--- src/io_port_permission_bitmap_unit_defines.svh ---
// Assertion macros for the port permission bitmap RTL
`ifndef IO_PORT_PERMISSION_BITMAP_UNIT_DEFINES_SVH
`define IO_PORT_PERMISSION_BITMAP_UNIT_DEFINES_SVH

// Same-cycle implication, sampled on clk_i, off while rst_ni is low
`define PBM_ASSERT_NOW(lbl, ante, cons, msg) \
  lbl: assert property (@(posedge clk_i) disable iff (!rst_ni) (ante) |-> (cons)) \
    else $error(msg);

// Next-cycle implication, sampled on clk_i, off while rst_ni is low
`define PBM_ASSERT_NEXT(lbl, ante, cons, msg) \
  lbl: assert property (@(posedge clk_i) disable iff (!rst_ni) (ante) |=> (cons)) \
    else $error(msg);

`endif

--- src/io_pbm_pkg.sv ---
// Types and constants of the I/O port permission bitmap unit
`timescale 1ns / 1ps
`default_nettype none

package io_pbm_pkg;

  // Command codes
  localparam logic CMD_UPDATE = 1'b0;
  localparam logic CMD_QUERY  = 1'b1;

  // Result status codes
  localparam logic [1:0] STATUS_OK         = 2'd0;
  localparam logic [1:0] STATUS_BAD_RANGE  = 2'd1;
  localparam logic [1:0] STATUS_NOT_PERMIT = 2'd2;

  typedef struct packed {
    logic        command;
    logic [15:0] first_port;
    logic [16:0] port_count;
    logic        enable_access;
    logic        has_rawio_privilege;
  } in_item_t;

  typedef struct packed {
    logic [1:0] status;
    logic       port_denied;
  } out_item_t;

  typedef enum logic [2:0] {
    S_CLEAR,
    S_IDLE,
    S_MUL,
    S_FIX,
    S_READ,
    S_WALK,
    S_DONE
  } state_e;

  // Controller to datapath
  typedef struct packed {
    logic load_item;
    logic clr_step;
    logic load_idx;
    logic rd_en;
    logic rd_next;
    logic walk;
    logic out_load;
  } ctrl_cmd_t;

  // Datapath to controller
  typedef struct packed {
    logic clr_last;
    logic is_query;
    logic query_oor;
    logic range_bad;
    logic perm_bad;
    logic at_last;
    logic out_free;
  } dp_stat_t;

endpackage

`default_nettype wire

--- src/io_port_permission_bitmap_unit.sv ---
// An update passes through the states MUL, FIX and READ, then walks the W bitmap words it touches, and ends in DONE.
// A query passes through MUL, FIX and READ to DONE; a rejected update or an out-of-range query skips READ.
// One item at a time: the next input is taken once the result sits in the output register.
// The word walk does one word update per cycle.
// After reset a clearing pass sets every deny bit.
// Top level of the I/O port permission bitmap unit
`timescale 1ns / 1ps
`default_nettype none

module io_port_permission_bitmap_unit #(
  parameter int PORT_COUNT = 1024,
  parameter int WORD_BITS  = 64
) (
  input  wire logic                  clk_i,
  input  wire logic                  rst_ni,
  input  wire logic                  in_valid_i,
  output logic                       in_stall_o,
  input  wire io_pbm_pkg::in_item_t  in_item_i,
  output logic                       out_valid_o,
  input  wire logic                  out_stall_i,
  output io_pbm_pkg::out_item_t      out_item_o
);

  io_pbm_pkg::ctrl_cmd_t cmd;
  io_pbm_pkg::dp_stat_t  stat;

  io_pbm_ctrl u_ctrl (
    .clk_i      (clk_i),
    .rst_ni     (rst_ni),
    .in_valid_i (in_valid_i),
    .in_stall_o (in_stall_o),
    .stat_i     (stat),
    .cmd_o      (cmd)
  );

  io_pbm_dp #(
    .PORT_COUNT (PORT_COUNT),
    .WORD_BITS  (WORD_BITS)
  ) u_dp (
    .clk_i       (clk_i),
    .rst_ni      (rst_ni),
    .in_item_i   (in_item_i),
    .cmd_i       (cmd),
    .out_stall_i (out_stall_i),
    .stat_o      (stat),
    .out_valid_o (out_valid_o),
    .out_item_o  (out_item_o)
  );

endmodule

`default_nettype wire

--- src/io_pbm_ram.sv ---
// Generic single-write, single-read RAM with registered read data
`timescale 1ns / 1ps
`default_nettype none

module io_pbm_ram #(
  parameter int WIDTH = 64,
  parameter int DEPTH = 16,
  localparam int AW = (DEPTH > 1) ? $clog2(DEPTH) : 1
) (
  input  wire logic             clk_i,
  input  wire logic             wr_en_i,
  input  wire logic [AW-1:0]    wr_addr_i,
  input  wire logic [WIDTH-1:0] wr_data_i,
  input  wire logic             rd_en_i,
  input  wire logic [AW-1:0]    rd_addr_i,
  output logic      [WIDTH-1:0] rd_data_o
);

  logic [WIDTH-1:0] mem_q [DEPTH];
  logic [WIDTH-1:0] rd_data_q;

  // Write port
  always_ff @(posedge clk_i) begin
    if (wr_en_i) begin
      mem_q[wr_addr_i] <= wr_data_i;
    end
  end

  // Registered read port
  always_ff @(posedge clk_i) begin
    if (rd_en_i) begin
      rd_data_q <= mem_q[rd_addr_i];
    end
  end

  assign rd_data_o = rd_data_q;

endmodule

`default_nettype wire

--- src/io_pbm_dp.sv ---
// Datapath: item registers, word/bit split, edge masks, bitmap RAM and result register
`timescale 1ns / 1ps
`default_nettype none

module io_pbm_dp #(
  parameter int PORT_COUNT = 1024,
  parameter int WORD_BITS  = 64
) (
  input  wire logic                 clk_i,
  input  wire logic                 rst_ni,
  input  wire io_pbm_pkg::in_item_t in_item_i,
  input  wire io_pbm_pkg::ctrl_cmd_t cmd_i,
  input  wire logic                 out_stall_i,
  output io_pbm_pkg::dp_stat_t      stat_o,
  output logic                      out_valid_o,
  output io_pbm_pkg::out_item_t     out_item_o
);

  localparam int MAP_WORDS = (PORT_COUNT + WORD_BITS - 1) / WORD_BITS;
  localparam int AW        = (MAP_WORDS > 1) ? $clog2(MAP_WORDS) : 1;
  localparam int LW        = $clog2(WORD_BITS);
  // Reciprocal for an exact 16-bit quotient by WORD_BITS
  localparam int SHIFT     = 16 + LW;
  localparam int RECIP     = ((2 ** SHIFT) + WORD_BITS - 1) / WORD_BITS;

  // Quotient and remainder of a 16-bit port number, from its reciprocal product
  function automatic logic [16+LW-1:0] split_port(input logic [15:0] port,
                                                  input logic [32:0] prod);
    logic [15:0] quo;
    logic [15:0] rem;
    quo = 16'(prod >> SHIFT);
    rem = port - 16'(quo * 16'(WORD_BITS));
    if (rem >= 16'(WORD_BITS)) begin
      quo = quo + 16'd1;
      rem = rem - 16'(WORD_BITS);
    end
    return {quo, rem[LW-1:0]};
  endfunction

  io_pbm_pkg::in_item_t item_q;

  logic [17:0]          end_sum;
  logic [15:0]          last_port;
  logic [32:0]          prod_first_q;
  logic [32:0]          prod_last_q;
  logic [32:0]          prod_first_d;
  logic [32:0]          prod_last_d;
  logic [16+LW-1:0]     split_first;
  logic [16+LW-1:0]     split_last;
  logic [AW-1:0]        wcur_q, wcur_d;
  logic [AW-1:0]        wlast_q;
  logic [LW-1:0]        lo_q;
  logic [LW-1:0]        hi_q;
  logic                 first_word_q, first_word_d;
  logic [AW-1:0]        clr_q, clr_d;
  logic                 ram_wr_en;
  logic [AW-1:0]        ram_wr_addr;
  logic [WORD_BITS-1:0] ram_wr_data;
  logic [AW-1:0]        ram_rd_addr;
  logic [WORD_BITS-1:0] ram_rd_data;
  logic [WORD_BITS-1:0] lo_mask;
  logic [WORD_BITS-1:0] hi_mask;
  logic [WORD_BITS-1:0] edge_mask;
  logic [WORD_BITS-1:0] upd_word;
  logic                 query_oor;
  logic                 range_bad;
  logic                 perm_bad;
  logic                 out_valid_q, out_valid_d;
  logic                 out_free;
  io_pbm_pkg::out_item_t out_item_q;
  io_pbm_pkg::out_item_t result;

  // Item capture on input transfer
  always_ff @(posedge clk_i) begin
    if (cmd_i.load_item) begin
      item_q <= in_item_i;
    end
  end

  // Range and permission checks
  assign end_sum   = 18'(item_q.first_port) + 18'(item_q.port_count);
  assign last_port = 16'(end_sum - 18'd1);
  assign range_bad = (item_q.port_count == 17'd0) || (end_sum > 18'(PORT_COUNT));
  assign perm_bad  = item_q.enable_access && !item_q.has_rawio_privilege;
  assign query_oor = {1'b0, item_q.first_port} >= 17'(PORT_COUNT);

  // Reciprocal products, one register stage
  assign prod_first_d = 33'(item_q.first_port) * 33'(RECIP);
  assign prod_last_d  = 33'(last_port) * 33'(RECIP);

  always_ff @(posedge clk_i) begin
    prod_first_q <= prod_first_d;
    prod_last_q  <= prod_last_d;
  end

  assign split_first = split_port(item_q.first_port, prod_first_q);
  assign split_last  = split_port(last_port, prod_last_q);

  // Word walk indices and edge offsets
  always_comb begin
    wcur_d       = wcur_q;
    first_word_d = first_word_q;
    if (cmd_i.load_idx) begin
      wcur_d       = AW'(split_first[16+LW-1:LW]);
      first_word_d = 1'b1;
    end else if (cmd_i.walk) begin
      wcur_d       = wcur_q + AW'(1);
      first_word_d = 1'b0;
    end
  end

  always_ff @(posedge clk_i) begin
    wcur_q       <= wcur_d;
    first_word_q <= first_word_d;
    if (cmd_i.load_idx) begin
      wlast_q <= AW'(split_last[16+LW-1:LW]);
      lo_q    <= split_first[LW-1:0];
      hi_q    <= split_last[LW-1:0];
    end
  end

  // Clearing pass address
  assign clr_d = cmd_i.clr_step ? clr_q + AW'(1) : clr_q;

  always_ff @(posedge clk_i or negedge rst_ni) begin
    if (!rst_ni) begin
      clr_q <= '0;
    end else begin
      clr_q <= clr_d;
    end
  end

  // Edge masks and the updated word
  assign lo_mask   = {WORD_BITS{1'b1}} << lo_q;
  assign hi_mask   = {WORD_BITS{1'b1}} >> (LW'(WORD_BITS - 1) - hi_q);
  assign edge_mask = (first_word_q ? lo_mask : {WORD_BITS{1'b1}}) &
                     ((wcur_q == wlast_q) ? hi_mask : {WORD_BITS{1'b1}});
  assign upd_word  = item_q.enable_access ? (ram_rd_data & ~edge_mask)
                                          : (ram_rd_data | edge_mask);

  // Bitmap RAM ports
  assign ram_wr_en   = cmd_i.clr_step || cmd_i.walk;
  assign ram_wr_addr = cmd_i.clr_step ? clr_q : wcur_q;
  assign ram_wr_data = cmd_i.clr_step ? {WORD_BITS{1'b1}} : upd_word;
  assign ram_rd_addr = cmd_i.rd_next ? wcur_q + AW'(1) : wcur_q;

  io_pbm_ram #(
    .WIDTH (WORD_BITS),
    .DEPTH (MAP_WORDS)
  ) u_map (
    .clk_i     (clk_i),
    .wr_en_i   (ram_wr_en),
    .wr_addr_i (ram_wr_addr),
    .wr_data_i (ram_wr_data),
    .rd_en_i   (cmd_i.rd_en),
    .rd_addr_i (ram_rd_addr),
    .rd_data_o (ram_rd_data)
  );

  // Result formation
  always_comb begin
    result.status      = io_pbm_pkg::STATUS_OK;
    result.port_denied = 1'b0;
    if (item_q.command == io_pbm_pkg::CMD_QUERY) begin
      result.port_denied = query_oor | ram_rd_data[lo_q];
    end else if (range_bad) begin
      result.status = io_pbm_pkg::STATUS_BAD_RANGE;
    end else if (perm_bad) begin
      result.status = io_pbm_pkg::STATUS_NOT_PERMIT;
    end
  end

  // Output register
  assign out_free = !out_valid_q || !out_stall_i;

  always_comb begin
    out_valid_d = out_valid_q;
    if (cmd_i.out_load) begin
      out_valid_d = 1'b1;
    end else if (!out_stall_i) begin
      out_valid_d = 1'b0;
    end
  end

  always_ff @(posedge clk_i or negedge rst_ni) begin
    if (!rst_ni) begin
      out_valid_q <= 1'b0;
    end else begin
      out_valid_q <= out_valid_d;
    end
  end

  always_ff @(posedge clk_i) begin
    if (cmd_i.out_load) begin
      out_item_q <= result;
    end
  end

  assign out_valid_o = out_valid_q;
  assign out_item_o  = out_item_q;

  // Status to the controller
  assign stat_o.clr_last  = (clr_q == AW'(MAP_WORDS - 1));
  assign stat_o.is_query  = (item_q.command == io_pbm_pkg::CMD_QUERY);
  assign stat_o.query_oor = query_oor;
  assign stat_o.range_bad = range_bad;
  assign stat_o.perm_bad  = perm_bad;
  assign stat_o.at_last   = (wcur_q == wlast_q);
  assign stat_o.out_free  = out_free;

endmodule

`default_nettype wire

--- src/io_pbm_ctrl.sv ---
// Controller: clearing pass, item sequencing, word walk and result hand-off
`timescale 1ns / 1ps
`default_nettype none
`include "io_port_permission_bitmap_unit_defines.svh"

module io_pbm_ctrl (
  input  wire logic                 clk_i,
  input  wire logic                 rst_ni,
  input  wire logic                 in_valid_i,
  output logic                      in_stall_o,
  input  wire io_pbm_pkg::dp_stat_t stat_i,
  output io_pbm_pkg::ctrl_cmd_t     cmd_o
);

  io_pbm_pkg::state_e state_q, state_d;

  // State register
  always_ff @(posedge clk_i or negedge rst_ni) begin
    if (!rst_ni) begin
      state_q <= io_pbm_pkg::S_CLEAR;
    end else begin
      state_q <= state_d;
    end
  end

  // Next state and commands
  always_comb begin
    state_d    = state_q;
    cmd_o      = '0;
    in_stall_o = 1'b1;
    case (state_q)
      io_pbm_pkg::S_CLEAR: begin
        cmd_o.clr_step = 1'b1;
        if (stat_i.clr_last) begin
          state_d = io_pbm_pkg::S_IDLE;
        end
      end
      io_pbm_pkg::S_IDLE: begin
        in_stall_o = 1'b0;
        if (in_valid_i) begin
          cmd_o.load_item = 1'b1;
          state_d         = io_pbm_pkg::S_MUL;
        end
      end
      io_pbm_pkg::S_MUL: begin
        state_d = io_pbm_pkg::S_FIX;
      end
      io_pbm_pkg::S_FIX: begin
        cmd_o.load_idx = 1'b1;
        if (stat_i.is_query) begin
          state_d = stat_i.query_oor ? io_pbm_pkg::S_DONE : io_pbm_pkg::S_READ;
        end else if (stat_i.range_bad || stat_i.perm_bad) begin
          state_d = io_pbm_pkg::S_DONE;
        end else begin
          state_d = io_pbm_pkg::S_READ;
        end
      end
      io_pbm_pkg::S_READ: begin
        cmd_o.rd_en = 1'b1;
        state_d = stat_i.is_query ? io_pbm_pkg::S_DONE : io_pbm_pkg::S_WALK;
      end
      io_pbm_pkg::S_WALK: begin
        // write back this word and, unless it is the last, fetch the next one
        cmd_o.walk = 1'b1;
        if (stat_i.at_last) begin
          state_d = io_pbm_pkg::S_DONE;
        end else begin
          cmd_o.rd_en   = 1'b1;
          cmd_o.rd_next = 1'b1;
        end
      end
      io_pbm_pkg::S_DONE: begin
        if (stat_i.out_free) begin
          cmd_o.out_load = 1'b1;
          state_d        = io_pbm_pkg::S_IDLE;
        end
      end
      default: begin
        state_d = io_pbm_pkg::S_IDLE;
      end
    endcase
  end

  // Checks
  `PBM_ASSERT_NOW(a_no_accept_in_clear, state_q == io_pbm_pkg::S_CLEAR, in_stall_o, "item taken during clearing pass")
  `PBM_ASSERT_NOW(a_load_only_free, cmd_o.out_load, stat_i.out_free, "result overwrote a pending transfer")
  `PBM_ASSERT_NEXT(a_done_to_idle, (state_q == io_pbm_pkg::S_DONE) && stat_i.out_free, state_q == io_pbm_pkg::S_IDLE, "result hand-off did not return to idle")
  `PBM_ASSERT_NEXT(a_walk_continues, (state_q == io_pbm_pkg::S_WALK) && !stat_i.at_last, state_q == io_pbm_pkg::S_WALK, "word walk stopped early")

endmodule

`default_nettype wire

--- config.mk ---
export PLATFORM = sky130hd
export DESIGN_NAME = io_port_permission_bitmap_unit
export DESIGN_NICKNAME = d
export VERILOG_FILES = /design/src/io_pbm_pkg.sv /design/src/io_port_permission_bitmap_unit.sv /design/src/io_pbm_ram.sv /design/src/io_pbm_dp.sv /design/src/io_pbm_ctrl.sv
export VERILOG_INCLUDE_DIRS = /design/src /design/src/src
export SDC_FILE = /design/constraint.sdc
export NUM_CORES = 2
export LEC_CHECK = 0
export BUFFER_PORTS_ARGS = -buffer_cell sky130_fd_sc_hd__buf_2
export CORE_ASPECT_RATIO = 2
export CORE_UTILIZATION = 57
export DETAILED_ROUTE_END_ITERATION = 7
export PLACE_DENSITY = 0.86
export SYNTH_ARGS = -nofsm -noshare
export SYNTH_HDL_FRONTEND = slang
export SYNTH_SLANG_ARGS = --single-unit
--- constraint.sdc ---
create_clock -name clk_i -period 5.6 [get_ports clk_i]
set_clock_uncertainty 0.15 [all_clocks]
set_input_delay 0.84 -clock clk_i [delete_from_list [all_inputs] [get_ports clk_i]]
set_output_delay 0.84 -clock clk_i [all_outputs]
set_load 0.03 [all_outputs]
**Word level (Yosys, flattened, before mapping)**

Memories as Yosys holds them, arrays and structs flattened. A register that Yosys moved wholly into a read port is not among the register bits.
Index checks and enable logic that the tools add are counted.
Widths: inputs -> output; s select.

- Add/subtract/negate cells: 11
- Multiply operators: 0
- Divide/modulo/power cells: 0
- Magnitude comparators: 5
- Equality and inequality tests: 13
- Shifts and indexed selects: 2
- Mux-type cells: 39
- Bitwise operators: 5
- Reduce and logical (&&, ||, !) cells: 13

Operator list:

| cell | number |
|---|---|
| $mux 64 | 4 |
| $and 64x64->64 | 2 |
| $not 64->64 | 1 |
| $or 64x64->64 | 1 |
| $shl 64x6->64 const A | 1 |
| $shr 64x6->64 const A | 1 |
| $ge 16x7->1 const B | 2 |
| $sub 16x16->16 | 2 |
| $mux 4 | 6 |
| $pmux 3 s7 | 1 |
| $add 16x17->18 | 1 |
| $gt 18x11->1 const B | 1 |
| $logic_not 17->1 | 1 |
| $add 4x1->4 const B | 4 |
| $ge 16x11->1 const B | 1 |
| $sub 16x1->16 const B | 1 |
| $mux 3 | 5 |
| $mux 1 | 13 |
| $mux 2 | 6 |
| $mux 6 | 2 |
| $sub 6x1->6 const B | 2 |
| $eq 3x3->1 const B | 3 |
| $lt 6x7->1 const B | 1 |
| $bmux 1 s6 | 1 |
| other kinds (16) | 25 |

- Bits in registers: 100
- Bits in latches: 0
- Bits in writable memories: 1024
- ROM bits: 0
- Input port bits: 40
- Word-level logic and storage cells: 107
- Memories kept: 1

Memories:

| memory | depth | bits a word | read ports | clocked after memory_dff | wr ports | line | RTL |
|---|---|---|---|---|---|---|---|
| u_dp.u_map.mem_q | 16 | 64 | 1 | 1 | 1 | io_pbm_ram.sv:19 | `logic [WIDTH-1:0] mem_q [DEPTH];` |

**Logic depth before layout (Yosys ltp)**

- Word-level depth: 8
- Mapped depth: 20

**Cells and area by module**

A second synthesis with hierarchy kept.

- Cell total of the unflattened synthesis: 2519
- Area, all modules: 47887.2 µm²

By module, submodules not included:

| module | times used | cells each | area an instance (µm²) | seq. area each (µm²) |
|---|---|---|---|---|
| io_pbm_ram | 1 | 1647 | 40222.3 | 32671.3 |
| io_pbm_dp | 1 | 835 | 7349.5 | 2317.2 |
| io_pbm_ctrl | 1 | 37 | 315.3 | 75.1 |

**Worst setup path before layout**

Ideal clock, no wire load.

- Path kind: register to register
- Start: register u_dp.item_q[2] (netlist bit)
- End: register u_dp.wlast_q[1] (data pin)
- Arrival: 5.043 ns
- Required time: 5.188 ns
- Setup slack: 0.145 ns
- Cell stages (with the launch flop): 18
- Path buffers: 0
- Period minus slack after synthesis: 5.455 ns
- Cells stage by stage: edfxtp_1 ha_1 fa_1 a21o_1 a221oi_2 o21ai_0 xor2_1 nor3_1 nand4_1 xor2_1 ha_1 and3_1 a221o_1 or3_1 a2111o_1 or4_1 nor2_2 mux2_1

- Word-level cells in the longest chain between the ends: 5

Ends and longest elaborated chain:

| item | line | RTL |
|---|---|---|
| start: declaration | io_pbm_dp.sv:40 | `io_pbm_pkg::in_item_t item_q;` |
| start signal: assignment | io_pbm_dp.sv:76 | `item_q <= in_item_i;` |
| $add 16x17->18 | io_pbm_dp.sv:81 | `assign end_sum = 18'(item_q.first_port) + 18'(item_q.port_count);` |
| $sub 16x1->16 | io_pbm_dp.sv:82 | `assign last_port = 16'(end_sum - 18'd1);` |
| via u_dp.last_port[10] | io_pbm_dp.sv:43 | `logic [15:0] last_port;` |
| $sub 16x16->16 | io_pbm_dp.sv:32 | `rem = port - 16'(quo * 16'(WORD_BITS));` |
| $ge 16x7->1 | io_pbm_dp.sv:33 | `if (rem >= 16'(WORD_BITS)) begin` |
| $mux 4 | io_pbm_dp.sv:33 |  |
| via u_dp.split_last[7] | io_pbm_dp.sv:49 | `logic [16+LW-1:0] split_last;` |
| end signal: assignment | io_pbm_dp.sv:116 | `wlast_q <= AW'(split_last[16+LW-1:LW]);` |
| end: declaration | io_pbm_dp.sv:51 | `logic [AW-1:0] wlast_q;` |

The timed path passes the listed nets, and every way through them passes these cells.
A chain may end at the register's enable or synchronous reset.

**Final worst setup path**

Ends and elaborated chain as after synthesis.

==> impl_metrics.toml <==
[route]
avgRoutedWirePerCell_um = 36.0
drt_iter0_drc = 3488
vias = 26002
routed_via_density = 7.20
drc_errors = 12
dr.pass1.iters = 8
wl_mm = 130
drtAntennaViolNets = 0

[critical_path]
timing.rr.start = "u_dp.item_q[2]"
startpoint = "u_dp.item_q[2]"
critPathKind = "reg2reg"
worstPathArrival_ns = 5.83
critical_path.max_stage_delay_ns = 0.58
cp_max_fo = 4
path_cells = "ha_2, fa_2, a21o_1, a221oi_4, o21ai_1, xor2_1, nor3_1, buf_4, nand4_1, xor2_1, ha_1, and3_1, a221o_1, or3_1, a2111o_1, or4_4, nor2_4, mux2_4"
cp_common_cell = "xor2_1"
critPathLaunchType = "flip-flop"
end_kind = "flip-flop"
crit_required_ns = 5.89
slowest_stage = "or4_4"

[layout]
drive_gt1_frac = 0.261
stdcell_count = 3613
final_area_um2 = 53000
syn_to_final_growth_pct = 10.8
utilization = 0.640
nets = 2565

[floorplan]
start_util = 0.577
die_h_um = 412
die_area_um2 = 85100
die_w_um = 207
placement_rows = 149
core_area_um2 = 82800
ios = 45

[yosys]
ys_ff_latch = 1176
synth_top_cell_by_area = "edfxtp_1"
yosys-top-cells-count = "edfxtp_1 (1147), mux4_2 (341), nand2_1 (135)"
synth_edf_count = 1147
yosys.cell_count.top_type = "edfxtp_1"
synthArstFlopShare = 0.00680
synthTopCellsByArea = "edfxtp_1 (72%), mux4_2 (16%), ha_1 (1.1%)"
syn-num-nets = 2463
ys_warn_count = 0
synth_ff_type = "edfxtp_1"
post-synth-top-area-fraction = 0.721
seq_area_frac_synth = 0.734
syn_area_um2 = 47800
synth.distinct_cells = 77
synth_cells = 2379
avgSynthCellArea_um2 = 20.1

[clock_tree]
clockRootBuffer = "clkbuf_16"
h-tree-depth = 3
numCtsBuffers = 90
clock_path_buffers = 3
insertion_delay_ns = 0.71
cts_sinks = 1176
cts_tree = "done"
clkSlewWorstSetupHoldPaths_ns = 0.08

[power_and_ir_drop]
ir_drop_uv = 682
power_leakage_uw = 0.0169
power.density_nw_per_um2 = 633

[timing]
drv_slew = 0
worst_slew_pin_slew_ns = 1.46
post-route-period-util = 0.989
slew_headroom = 0.0168
setup_viol = 0
rsz0062_at_grt = "yes"
finalHoldViolCount = 0
fmax_ghz = 0.181
post-route-min-period_ns = 5.54

[outcome]
status = "finished with violations"
failed_checks = "DRC"

[placement]
placed_cell_area_um2 = 49800
dp_hpwl_mm = 69.5
place_congestion = 0.996
io_buffers = 44
dp_cells = 3442

[grt]
grt_max_degree = 102
grt_usage = 0.313
antenna_found_initial = 1
grt_pass1_vias = 27055
grt_pass1_wl_mm = 185
overflow = 0

[hold_path]
min_from = "in_item_i[1]"
hp-class = "in2reg"

[run]
drv_cap = 0
==> registers in the layout, summed over array words and instances (netlist names), 4 cells and up <==
signal and flops:
u_dp.prod_last_q 10, u_dp.wcur_q 4, u_dp.u_map.rd_data_o 64, u_dp.clr_q 4, u_dp.prod_first_q 10, u_dp.item_q 35, u_dp.hi_q 6, u_dp.u_map.mem_q 1024
u_dp.lo_q 6, u_dp.wlast_q 4
==> repair_timing <==
| item | CTS | global route |
|---|---|---|
| hold buffers | 1 | 0 |
| hold endpoints to repair | 8 | 0 |
| setup endpoints to repair | 4 | 4 |
| resized for setup | 6 | 15 |
| setup buffers | 0 | 2 |
| pin swaps | 4 | 13 |
| gates cloned | 0 | 0 |
==> stage by stage <==
stage | hold slack (ns) | power (µW) | setup TNS, ns | worst slack [ns]
floorplan | 0.224 | 22400 | 0 | 0.145
global placement | 0.247 | 25700 | -0.00358 | -0.00358
detailed placement | 0.250 | 26300 | -0.243 | -0.153
CTS | 0.116 | 33300 | 0 | 0.0524
global route | 0.138 | 34500 | -0.408 | -0.120
finish | 0.155 | 33500 | 0 | 0.0639
==> layout make-up <==
| cell class | instances | area [µm²] |
|---|---|---|
| inverters | 39 | 146 |
| repair buffers | 133 | 1060 |
| diodes | 1 | 2.50 |
| flip-flops and latches | 1176 | 35100 |
| well taps | 1057 | 1320 |
| clock inverters | 66 | 734 |
| multi-input cells | 1041 | 12300 |
| fillers | 5162 | 29800 |
| clock buffers | 100 | 2310 |
==> cell families after synthesis <==
group,after synthesis,synth area share
simple gates,335,0.0327
xor+xnor,50,0.00945
buf+inv,162,0.0137
compound gates,263,0.0362
flops,1176,0.734
mux,349,0.162
fa+ha+maj,44,0.0120
==> worst paths after layout <==
| kind | endpoint | slack [ns] | cells past startpoint |
|---|---|---|---|
| worst max-delay path | u_dp.wlast_q[1] | 0.06 | 18 |
| worst min-delay path | u_dp.item_q[1] | 0.16 | 1 |
| worst max register to register | u_dp.wlast_q[1] | 0.06 | 18 |
| worst min register to register | u_dp.prod_first_q[22] | 0.24 | 0 |
| max in group asynchronous | u_dp.clr_q[0] | 4.73 | 2 |
| min in group asynchronous | u_dp.out_valid_o | 0.38 | 2 |
==> cell usage in the layout, fill, tap and decap left out, types with 11 or more instances in the layout <==
| master | netlist | final |
|---|---|---|
| a21o_1 | 11 | 11 |
| a21oi_1 | 45 | 42 |
| and3_1 | 11 | 11 |
| buf_12 | 0 | 13 |
| buf_2 | 34 | 44 |
| buf_4 | 1 | 74 |
| bufinv_16 | 0 | 12 |
| clkbuf_16 | 0 | 90 |
| clkinv_1 | 1 | 19 |
| clkinv_2 | 0 | 13 |
| dfxtp_1 | 21 | 21 |
| edfxtp_1 | 1147 | 1147 |
| ha_1 | 41 | 40 |
| inv_1 | 38 | 38 |
| mux4_2 | 341 | 341 |
| nand2_1 | 135 | 133 |
| nand3_1 | 17 | 17 |
| nor2_1 | 78 | 61 |
| nor2_4 | 1 | 18 |
| nor3_1 | 18 | 17 |
| o211ai_1 | 52 | 52 |
| o21ai_0 | 76 | 74 |
| or3_1 | 17 | 17 |
| xnor2_1 | 30 | 25 |
| xor2_1 | 19 | 19 |
==> routing by layer <==
| layer | share of wire | track usage |
|---|---|---|
| met4 | 0.087 | 0.239 |
| met2 | 0.50 | 0.521 |
| met5 | 0 | 0 |
| met3 | 0.10 | 0.0671 |
| met1 | 0.31 | 0.348 |
==> power by group <==
group          leakage (µW)  internal, µW  switching, µW  total, µW
combinational       0.00480          5320           7600      12900
sequential           0.0106         13100            816      13900
clock               0.00146          3580           3170       6740
==> worst max-delay path: cells and delay by family, from the launching register on <==
kind            cells  cell delay (ns)
compound gates      5             1.46
buf+inv             1             0.16
simple gates        6             1.50
flops               1             0.42
fa+ha+maj           3             0.85
xor+xnor            2             0.42
mux                 1             0.31
Note: power is estimated with default switching activity, not from simulation.
